### config.mk
export PLATFORM = sky130hd
export DESIGN_NAME = replay_protection_table_flat
export DESIGN_NICKNAME = d
export VERILOG_FILES = /design/src/rpt_pkg.sv /design/src/rpt_if.sv /design/src/rpt_store.sv /design/src/rpt_ctrl.sv /design/src/replay_protection_table.sv /design/src/flat_wrapper.sv
export SDC_FILE = /design/constraint.sdc
export NUM_CORES = 2
export LEC_CHECK = 0
export CORE_MARGIN = 2
export CORE_UTILIZATION = 50
export CTS_BUF_LIST = sky130_fd_sc_hd__clkbuf_4 sky130_fd_sc_hd__clkbuf_8 sky130_fd_sc_hd__clkbuf_16
export DETAILED_ROUTE_END_ITERATION = 8
export DONT_BUFFER_PORTS = 1
export PLACE_DENSITY = 0.66
export SLEW_MARGIN = 25
export SYNTH_ARGS = -nofsm -noshare
export SYNTH_HDL_FRONTEND = slang
export SYNTH_SLANG_ARGS = --single-unit
export TNS_END_PERCENT = 1
### constraint.sdc
create_clock -name clk -period 5.69 [get_ports clk]
set_clock_uncertainty 0.05 [all_clocks]
set_input_delay 0.569 -clock clk [delete_from_list [all_inputs] [get_ports clk]]
set_output_delay 0.569 -clock clk [all_outputs]
set_load 0.1 [all_outputs]
### src/rpt_pkg.sv
// ----------------------------------------------------------------------------
// rpt_pkg
// Shared types and constants for the replay protection table.
// ----------------------------------------------------------------------------
package rpt_pkg;

  localparam int ENTRIES_DEF = 32;
  localparam int SEQ_W       = 24;
  localparam int SEQ_LOW_W   = 8;
  localparam int SEQ_HIGH_W  = SEQ_W - SEQ_LOW_W;
  localparam int ADDR_W      = 16;
  localparam int IV_W        = 8;

  typedef enum logic [1:0] {
    FN_CHECK  = 2'd0,
    FN_SET    = 2'd1,
    FN_REMOVE = 2'd2,
    FN_CLEAR  = 2'd3
  } func_t;

  typedef enum logic [1:0] {
    ST_NONE = 2'd0,
    ST_USED = 2'd1,
    ST_NEW  = 2'd2,
    ST_FULL = 2'd3
  } status_t;

  typedef struct packed {
    logic [ADDR_W-1:0]     src;
    logic [IV_W-1:0]       iv;
    logic [SEQ_HIGH_W-1:0] seq_hi;
    logic [SEQ_LOW_W-1:0]  seq_lo;
  } entry_t;

  typedef struct packed {
    func_t             func;
    logic [ADDR_W-1:0] src;
    logic [IV_W-1:0]   iv;
    logic [IV_W-1:0]   active_iv;
    logic [SEQ_W-1:0]  seq;
  } item_t;

  typedef struct packed {
    logic    accepted;
    status_t status;
  } res_t;

  // table write command
  typedef struct packed {
    logic we;
    logic inv;
    logic clr_all;
  } wr_cmd_t;

endpackage

### src/rpt_if.sv
// ----------------------------------------------------------------------------
// rpt_if
// Valid/ready channels for the replay protection table.
// ----------------------------------------------------------------------------
interface rpt_in_if;
  logic        valid;
  logic        ready;
  logic [1:0]  func;
  logic [15:0] src_addr;
  logic [7:0]  iv_flag;
  logic [7:0]  active_iv_flag;
  logic [23:0] seq_num;

  modport source (output valid, func, src_addr, iv_flag, active_iv_flag, seq_num,
                  input ready);
  modport sink   (input valid, func, src_addr, iv_flag, active_iv_flag, seq_num,
                  output ready);
endinterface

interface rpt_out_if;
  logic       valid;
  logic       ready;
  logic       accepted;
  logic [1:0] status;

  modport source (output valid, accepted, status, input ready);
  modport sink   (input valid, accepted, status, output ready);
endinterface

### src/rpt_store.sv
// ----------------------------------------------------------------------------
// rpt_store
// Entry memory with per-entry valid bits and a registered read port.
// ----------------------------------------------------------------------------
module rpt_store #(
  parameter int ENTRIES = rpt_pkg::ENTRIES_DEF,
  parameter int IDX_W   = (ENTRIES > 1) ? $clog2(ENTRIES) : 1
) (
  input  logic             clk,
  input  logic             rst_n,
  input  logic [IDX_W-1:0] rd_idx,
  output rpt_pkg::entry_t  rd_ent,
  output logic             rd_vld,
  input  rpt_pkg::wr_cmd_t wr,
  input  logic [IDX_W-1:0] wr_idx,
  input  rpt_pkg::entry_t  wr_ent
);
  import rpt_pkg::*;

  entry_t             mem [ENTRIES];
  logic [ENTRIES-1:0] valid_r;
  entry_t             rd_ent_r;
  logic               rd_vld_r;

  always_ff @(posedge clk) begin
    if (wr.we) begin
      mem[wr_idx] <= wr_ent;
    end
    rd_ent_r <= mem[rd_idx];
  end

  always_ff @(posedge clk) begin
    if (!rst_n) begin
      valid_r  <= '0;
      rd_vld_r <= 1'b0;
    end else begin
      rd_vld_r <= valid_r[rd_idx];
      if (wr.clr_all) begin
        valid_r <= '0;
      end else if (wr.we) begin
        valid_r[wr_idx] <= 1'b1;
      end else if (wr.inv) begin
        valid_r[wr_idx] <= 1'b0;
      end
    end
  end

  assign rd_ent = rd_ent_r;
  assign rd_vld = rd_vld_r;

endmodule

### src/rpt_ctrl.sv
// ----------------------------------------------------------------------------
// rpt_ctrl
// Scan sequencer: walks the table one entry per cycle through a single
// source comparator, then resolves and applies the operation.
// ----------------------------------------------------------------------------
module rpt_ctrl #(
  parameter int ENTRIES = rpt_pkg::ENTRIES_DEF,
  parameter int IDX_W   = (ENTRIES > 1) ? $clog2(ENTRIES) : 1
) (
  input  logic             clk,
  input  logic             rst_n,
  input  logic             in_valid,
  output logic             in_ready,
  input  rpt_pkg::item_t   in_item,
  output logic             res_valid,
  input  logic             res_ready,
  output rpt_pkg::res_t    res,
  output logic [IDX_W-1:0] rd_idx,
  input  rpt_pkg::entry_t  rd_ent,
  input  logic             rd_vld,
  output rpt_pkg::wr_cmd_t wr,
  output logic [IDX_W-1:0] wr_idx,
  output rpt_pkg::entry_t  wr_ent
);
  import rpt_pkg::*;

  localparam int CNT_W = $clog2(ENTRIES + 1);
  localparam logic [CNT_W-1:0] LAST = CNT_W'(ENTRIES);

  typedef enum logic [1:0] {IDLE, SCAN, FINISH} state_t;

  state_t           state_r, state_nxt;
  item_t            item_r;
  logic [CNT_W-1:0] scan_r;
  logic             cmp_vld_r;
  logic [IDX_W-1:0] cmp_idx_r;
  logic             hit_r;
  logic [IDX_W-1:0] hit_idx_r;
  entry_t           hit_ent_r;
  logic             emp_r;
  logic [IDX_W-1:0] emp_idx_r;

  logic             scan_more;
  logic             match;
  logic             is_empty;
  logic [SEQ_W-1:0] stored_seq;
  logic             same_iv;
  entry_t           new_ent;

  assign scan_more = (scan_r != LAST);
  assign rd_idx    = scan_more ? scan_r[IDX_W-1:0] : '0;
  assign match     = rd_vld && (rd_ent.src == item_r.src) && (item_r.src != '0);
  assign is_empty  = !rd_vld;
  assign in_ready  = (state_r == IDLE);

  assign stored_seq = {hit_ent_r.seq_hi, hit_ent_r.seq_lo};
  assign same_iv    = (hit_ent_r.iv == item_r.iv);
  assign new_ent    = '{src: item_r.src, iv: item_r.iv,
                        seq_hi: item_r.seq[SEQ_W-1:SEQ_LOW_W],
                        seq_lo: item_r.seq[SEQ_LOW_W-1:0]};

  always_comb begin
    state_nxt = state_r;
    case (state_r)
      IDLE:    if (in_valid) state_nxt = SCAN;
      SCAN:    if (!scan_more) state_nxt = FINISH;
      FINISH:  if (res_ready) state_nxt = IDLE;
      default: state_nxt = IDLE;
    endcase
  end

  always_comb begin
    res       = '{accepted: 1'b0, status: ST_NONE};
    wr        = '0;
    wr_idx    = hit_idx_r;
    wr_ent    = new_ent;
    res_valid = (state_r == FINISH);
    case (item_r.func)
      FN_CHECK: begin
        res.accepted = !hit_r || (same_iv && (stored_seq < item_r.seq)) ||
                       (!same_iv && (item_r.active_iv == item_r.iv));
        res.status   = hit_r ? ST_USED : ST_NONE;
      end
      FN_SET: begin
        if (item_r.src != '0) begin
          if (hit_r) begin
            res.status = ST_USED;
            wr.we      = 1'b1;
          end else if (emp_r) begin
            res.status = ST_NEW;
            wr.we      = 1'b1;
            wr_idx     = emp_idx_r;
          end else begin
            res.status = ST_FULL;
          end
        end
      end
      FN_REMOVE: begin
        if (hit_r) begin
          res.status = ST_USED;
          wr.inv     = 1'b1;
        end
      end
      FN_CLEAR: wr.clr_all = 1'b1;
      default:  res = '{accepted: 1'b0, status: ST_NONE};
    endcase
    if (!(res_valid && res_ready)) begin
      wr = '0;
    end
  end

  always_ff @(posedge clk) begin
    if (!rst_n) begin
      state_r <= IDLE;
    end else begin
      state_r <= state_nxt;
    end
    case (state_r)
      IDLE: begin
        item_r    <= in_item;
        scan_r    <= '0;
        cmp_vld_r <= 1'b0;
        hit_r     <= 1'b0;
        emp_r     <= 1'b0;
      end
      SCAN: begin
        cmp_vld_r <= scan_more;
        cmp_idx_r <= rd_idx;
        if (scan_more) begin
          scan_r <= scan_r + 1'b1;
        end
        if (cmp_vld_r && match && !hit_r) begin
          hit_r     <= 1'b1;
          hit_idx_r <= cmp_idx_r;
          hit_ent_r <= rd_ent;
        end
        if (cmp_vld_r && is_empty && !emp_r) begin
          emp_r     <= 1'b1;
          emp_idx_r <= cmp_idx_r;
        end
      end
      default: ;
    endcase
  end

endmodule

### src/replay_protection_table.sv
// ----------------------------------------------------------------------------
// replay_protection_table
// Per-source replay protection list with check, set, remove and clear.
// ----------------------------------------------------------------------------
// Each item is handled by scanning the table one entry per cycle through the
// single read port of the entry memory, and the block takes no new item until
// the current one is done: it accepts the item, scans the table with its
// registered read, and then resolves and writes back. The
// result goes to an output register, so it may wait for the sink while the
// next item is taken. All entries are empty after reset and after clear.
module replay_protection_table #(
  parameter int ENTRIES = rpt_pkg::ENTRIES_DEF
) (
  input  logic      clk,
  input  logic      rst_n,
  rpt_in_if.sink    in_ch,
  rpt_out_if.source out_ch
);
  import rpt_pkg::*;

  localparam int IDX_W = (ENTRIES > 1) ? $clog2(ENTRIES) : 1;

  item_t            in_item;
  res_t             res;
  logic             res_valid;
  logic             res_ready;
  logic [IDX_W-1:0] rd_idx;
  entry_t           rd_ent;
  logic             rd_vld;
  wr_cmd_t          wr;
  logic [IDX_W-1:0] wr_idx;
  entry_t           wr_ent;

  logic             out_valid_r;
  res_t             out_res_r;

  assign in_item = '{func: func_t'(in_ch.func), src: in_ch.src_addr, iv: in_ch.iv_flag,
                     active_iv: in_ch.active_iv_flag, seq: in_ch.seq_num};

  rpt_ctrl #(.ENTRIES(ENTRIES), .IDX_W(IDX_W)) u_ctrl (
    .clk      (clk),
    .rst_n    (rst_n),
    .in_valid (in_ch.valid),
    .in_ready (in_ch.ready),
    .in_item  (in_item),
    .res_valid(res_valid),
    .res_ready(res_ready),
    .res      (res),
    .rd_idx   (rd_idx),
    .rd_ent   (rd_ent),
    .rd_vld   (rd_vld),
    .wr       (wr),
    .wr_idx   (wr_idx),
    .wr_ent   (wr_ent)
  );

  rpt_store #(.ENTRIES(ENTRIES), .IDX_W(IDX_W)) u_store (
    .clk   (clk),
    .rst_n (rst_n),
    .rd_idx(rd_idx),
    .rd_ent(rd_ent),
    .rd_vld(rd_vld),
    .wr    (wr),
    .wr_idx(wr_idx),
    .wr_ent(wr_ent)
  );

  assign res_ready = !out_valid_r || out_ch.ready;

  always_ff @(posedge clk) begin
    if (!rst_n) begin
      out_valid_r <= 1'b0;
    end else if (res_valid && res_ready) begin
      out_valid_r <= 1'b1;
    end else if (out_ch.ready) begin
      out_valid_r <= 1'b0;
    end
    if (res_valid && res_ready) begin
      out_res_r <= res;
    end
  end

  assign out_ch.valid    = out_valid_r;
  assign out_ch.accepted = out_res_r.accepted;
  assign out_ch.status   = out_res_r.status;

endmodule

### src/flat_wrapper.sv
// flat-port wrapper written by rule: the top's interface ports become plain ports
module replay_protection_table_flat import rpt_pkg::*;
#(
  parameter int ENTRIES = rpt_pkg::ENTRIES_DEF
)
  (clk, rst_n, in_ch_valid, in_ch_func, in_ch_src_addr, in_ch_iv_flag, in_ch_active_iv_flag, in_ch_seq_num, in_ch_ready, out_ch_valid, out_ch_accepted, out_ch_status, out_ch_ready);
  rpt_in_if in_ch_i ();
  rpt_out_if out_ch_i ();
  input  logic clk;
  input  logic rst_n;
  input wire logic [$bits(in_ch_i.valid)-1:0] in_ch_valid;
  input wire logic [$bits(in_ch_i.func)-1:0] in_ch_func;
  input wire logic [$bits(in_ch_i.src_addr)-1:0] in_ch_src_addr;
  input wire logic [$bits(in_ch_i.iv_flag)-1:0] in_ch_iv_flag;
  input wire logic [$bits(in_ch_i.active_iv_flag)-1:0] in_ch_active_iv_flag;
  input wire logic [$bits(in_ch_i.seq_num)-1:0] in_ch_seq_num;
  output wire logic [$bits(in_ch_i.ready)-1:0] in_ch_ready;
  output wire logic [$bits(out_ch_i.valid)-1:0] out_ch_valid;
  output wire logic [$bits(out_ch_i.accepted)-1:0] out_ch_accepted;
  output wire logic [$bits(out_ch_i.status)-1:0] out_ch_status;
  input wire logic [$bits(out_ch_i.ready)-1:0] out_ch_ready;
  assign in_ch_i.valid = in_ch_valid;
  assign in_ch_i.func = in_ch_func;
  assign in_ch_i.src_addr = in_ch_src_addr;
  assign in_ch_i.iv_flag = in_ch_iv_flag;
  assign in_ch_i.active_iv_flag = in_ch_active_iv_flag;
  assign in_ch_i.seq_num = in_ch_seq_num;
  assign in_ch_ready = in_ch_i.ready;
  assign out_ch_valid = out_ch_i.valid;
  assign out_ch_accepted = out_ch_i.accepted;
  assign out_ch_status = out_ch_i.status;
  assign out_ch_i.ready = out_ch_ready;
  replay_protection_table #(.ENTRIES(ENTRIES)) u_core (.clk(clk), .rst_n(rst_n), .in_ch(in_ch_i), .out_ch(out_ch_i));
endmodule
==> impl_metrics.toml <==
[cts]
cts_made_buffers = 177
cts_root_buffer = "clkbuf_16"
cts_tree = "built"
cts.sinks = 1737
cts_setup_buffers = 0
clkTransAtPathRegs_ps = 70
cts_resized = 0
cts_hold_buf = 61
cts_buffer_depth = 3
htree_num_levels = 4
insertion_delay_ps = 820

[detailed_routing]
vias = 40240
first_pass_iters = 6
antenna_left = 0
drt_iter0_markers = 6017
drt-wirelength-per-cell_um = 31.69
drc = 0
drt-vias-per-instance = 6.389
finalWirelength_um = 199600

[logic_synthesis]
synthXorXnorAreaFrac_pct = 0.4635
yosysWarnings = 0
synthSimpleGateAreaFrac_pct = 4.313
synth_fa_ha_area_share_pct = 0.4598
ys_ff_latch = 1737
syn_avg_cell_area_um2 = 16.19
muxShareOfSynthArea_pct = 8.201
syn_nets = 4289
synth-seq-area-share_pct = 75.43
synth_top_family_by_area = "compound AO/OA/AOI/OAI gates"
synthCells = 4202
synthArstFlopShare_pct = 0
synth_compound_area_share_pct = 8.558
synth_edf_count = 1653
ys_types = 70
synth_ff_type = "edfxtp_1"
syn_area_um2 = 68030

[finish]
utilization_pct = 57.09
layout-drive-gt1-share_pct = 17.04
area_growth_pct = 13.53
fin_nets = 4443

[pwr]
p_leak_nw = 25.11
switching_power_mw = 6.041
power.density_nw_per_um2 = 358.0
clockPowerShare_pct = 43.0
p_comb_share_pct = 5.4
p_int_mw = 21.61
switching_share_pct = 21.85
seqPwrFrac_pct = 51.6
vdd_drop_max_mv = 0.3026

[timing]
drv_slew = 0
holdWs_ps = 192.7
period_needed_ps = 4702
slew_headroom_pct = 20.69
hold_viol_final = 0
fmax_mhz = 212.7
setup_viol = 0
fin_tns_setup_ps = 0
rsz0062_at_grt = "no"
tightest_slew_ps = 1187
post-route-period-util_pct = 82.64

[critical_path]
end_kind = "flop"
critPathKind = "reg2reg"
start_kind = "flop"
crit_slowest_cell = "edfxtp_1"
slowest_delay_ps = 750
crit_top_cell = "buf_4"
cp_max_fo = 21
crit_arrival_ps = 5150
crit_family = "buffers and inverters"
critical_path.startpoint = "u_core.u_ctrl.wr_ent[45]"
required_ps = 6130
cp_num_buf_inv = 4
cp_cell_sequence = "buf_8, nor4_1, nand4_1, and3_1, buf_4, nor3_1, o21ai_0, clkinv_2, buf_4"
worstReg2RegStart = "u_core.u_ctrl.wr_ent[45]"

[hold_path]
min_from = "rst_n"
hp-class = "in2reg"

[grt]
grt_pass1_wl_um = 281500
grt-ovfl-total = 0
grt_usage_pct = 28.32
grt_max_degree = 147
grt_pass1_vias = 38020
grt_antenna_before_repair = 10

[die]
row_count = 135
die_h_um = 372.9
core_um2 = 135300
die_x_um = 372.9
dieArea_um2 = 139000
start_util_pct = 50.28
pin_count = 67

[run_status]
outcome = "finished clean"

[place]
place.gp.congestion = 0.9113
port_buffers = 0
dp_hpwl_um = 112900

[flow_run]
drv_cap = 0
## final timing paths
kind	to	slack, ps	depth (start not counted)
max	u_core.u_store.mem[28][38]	990	9
min	flop	190	3
max reg2reg	u_core.u_store.mem[28][38]	990	9
min reg2reg	u_core.u_ctrl.hit_ent_r[25]	340	0
## kinds of logic (layout without fill, tap and decap cells)
kind of cell    Yosys count  count (layout)
flops                  1737            1737
other cells               0               5
simple gates            652             652
mux                     425             425
compound gates          935             935
fa+ha+maj                25              25
xor+xnor                 36              36
buf+inv                 392             702
## synth_stat cells, drive strengths merged, types with 3 or more instances
cell type,number,area share [%]
edfxtp,1653,73
o21ai,299,2.3
a21oi,276,2.0
mux2i,230,3.4
nor2,200,1.1
nand2,198,1.1
clkbuf,141,0.78
inv,129,0.71
buf,122,1.1
nor3,106,0.78
mux2,99,1.6
mux4,96,3.2
o221ai,88,1.1
dfxtp,84,2.5
o22ai,74,0.68
nand3,37,0.27
xor2,30,0.39
a31oi,26,0.24
ha,25,0.46
a22oi,24,0.26
nand2b,24,0.22
a2111oi,22,0.28
a41oi,22,0.28
nor4,21,0.19
nand4,17,0.16
a221oi,14,0.18
o211ai,13,0.14
a32oi,12,0.15
or3,12,0.11
a211oi,11,0.12
nor2b,10,0.092
o22a,10,0.13
a2bb2oi,8,0.10
nand3b,8,0.094
o31a,8,0.10
or2,6,0.055
xnor2,6,0.077
a222oi,5,0.074
and3,4,0.037
a21boi,3,0.033
a21o,3,0.033
and2,3,0.028
o2111ai,3,0.039
## registers in the layout, summed over array words and instances, names as in the netlist, named ones only
register,flops
u_core.u_ctrl.wr_ent,48
u_core.u_store.rd_ent,48
u_core.u_store.mem,1536
u_core.u_ctrl.scan_r,6
u_core.u_ctrl.emp_idx_r,5
u_core.u_store.rd_vld,1
u_core.u_ctrl.hit_ent_r,32
u_core.u_ctrl.item_r,10
u_core.u_ctrl.hit_r,1
u_core.out_ch.valid,1
u_core.u_ctrl.cmp_vld_r,1
u_core.u_ctrl.cmp_idx_r,5
u_core.u_ctrl.emp_r,1
u_core.u_ctrl.hit_idx_r,5
u_core.out_ch.accepted,1
u_core.out_ch.status,2
u_core.u_ctrl.state_r,2
## worst reg2reg max path, cell delays in order (launching register included)
cell and delay, ps:
edfxtp_1 750, buf_8 260, nor4_1 90, nand4_1 360, and3_1 570, buf_4 350
nor3_1 90, o21ai_0 710, clkinv_2 640, buf_4 500
## per-layer routing
metal  up-vias  share of wire [%]  track usage (%)
li1      16840                  -                -
met1     20370                 41            41.20
met2      2639                 45            42.44
met3       389                 11            6.212
met4         4                3.5            9.787
met5         -              0.014                0
## per-stage QoR
step | total power [mW] | cell area, um^2 | std cells | setup WS, ps
final | 27.65 | 77240 | 6298 | 987.6
after global routing | 28.33 | 77220 | 6293 | 849.1
after CTS | 27.75 | 77170 | 6290 | 881.3
after detailed placement | 15.96 | 70550 | 5894 | 915.9
after global placement | 15.94 | 70540 | 5893 | 855.0
after floorplan | 15.39 | 68040 | 4202 | 812.8
## placed cells by master (no fill, tap or decap), drive strengths merged, types with 11 or more instances in the layout
master       count
mux2            99
nand3           37
mux4            96
o22ai           74
nor3           106
or3             12
a221oi          14
nand4           17
a211oi          11
a31oi           26
a2111oi         22
buf            177
nor2           200
dlygate4sd3     61
o221ai          88
edfxtp        1653
a22oi           24
a21oi          276
ha              25
nand2b          24
bufinv          17
a41oi           22
nor4            21
dfxtp           84
nand2          198
inv            105
o211ai          13
xor2            30
clkbuf         234
a32oi           12
clkinv         101
mux2i          230
o21ai          299
## area by class of cell
cell class	instances	area [um^2]
Antenna cell	5	12.51
Clock buffer	234	4996
Clock inverter	101	1013
Fill cell	10160	58060
Inverter	129	528.0
Multi-Input combinational cell	2073	15080
Sequential cell	1737	51320
Tap cell	1781	2228
Timing Repair Buffer	238	2062
## power groups by stage
stage               clock (mW)  combinational, mW  sequential [mW]
finish                    11.9               1.49             14.3
global route              12.5               1.57             14.3
CTS                       12.0               1.47             14.3
detailed placement           0               1.42             14.5
global placement             0               1.40             14.5
floorplan                    0              0.783             14.6
Note: power is estimated with default switching activity, not from simulation.
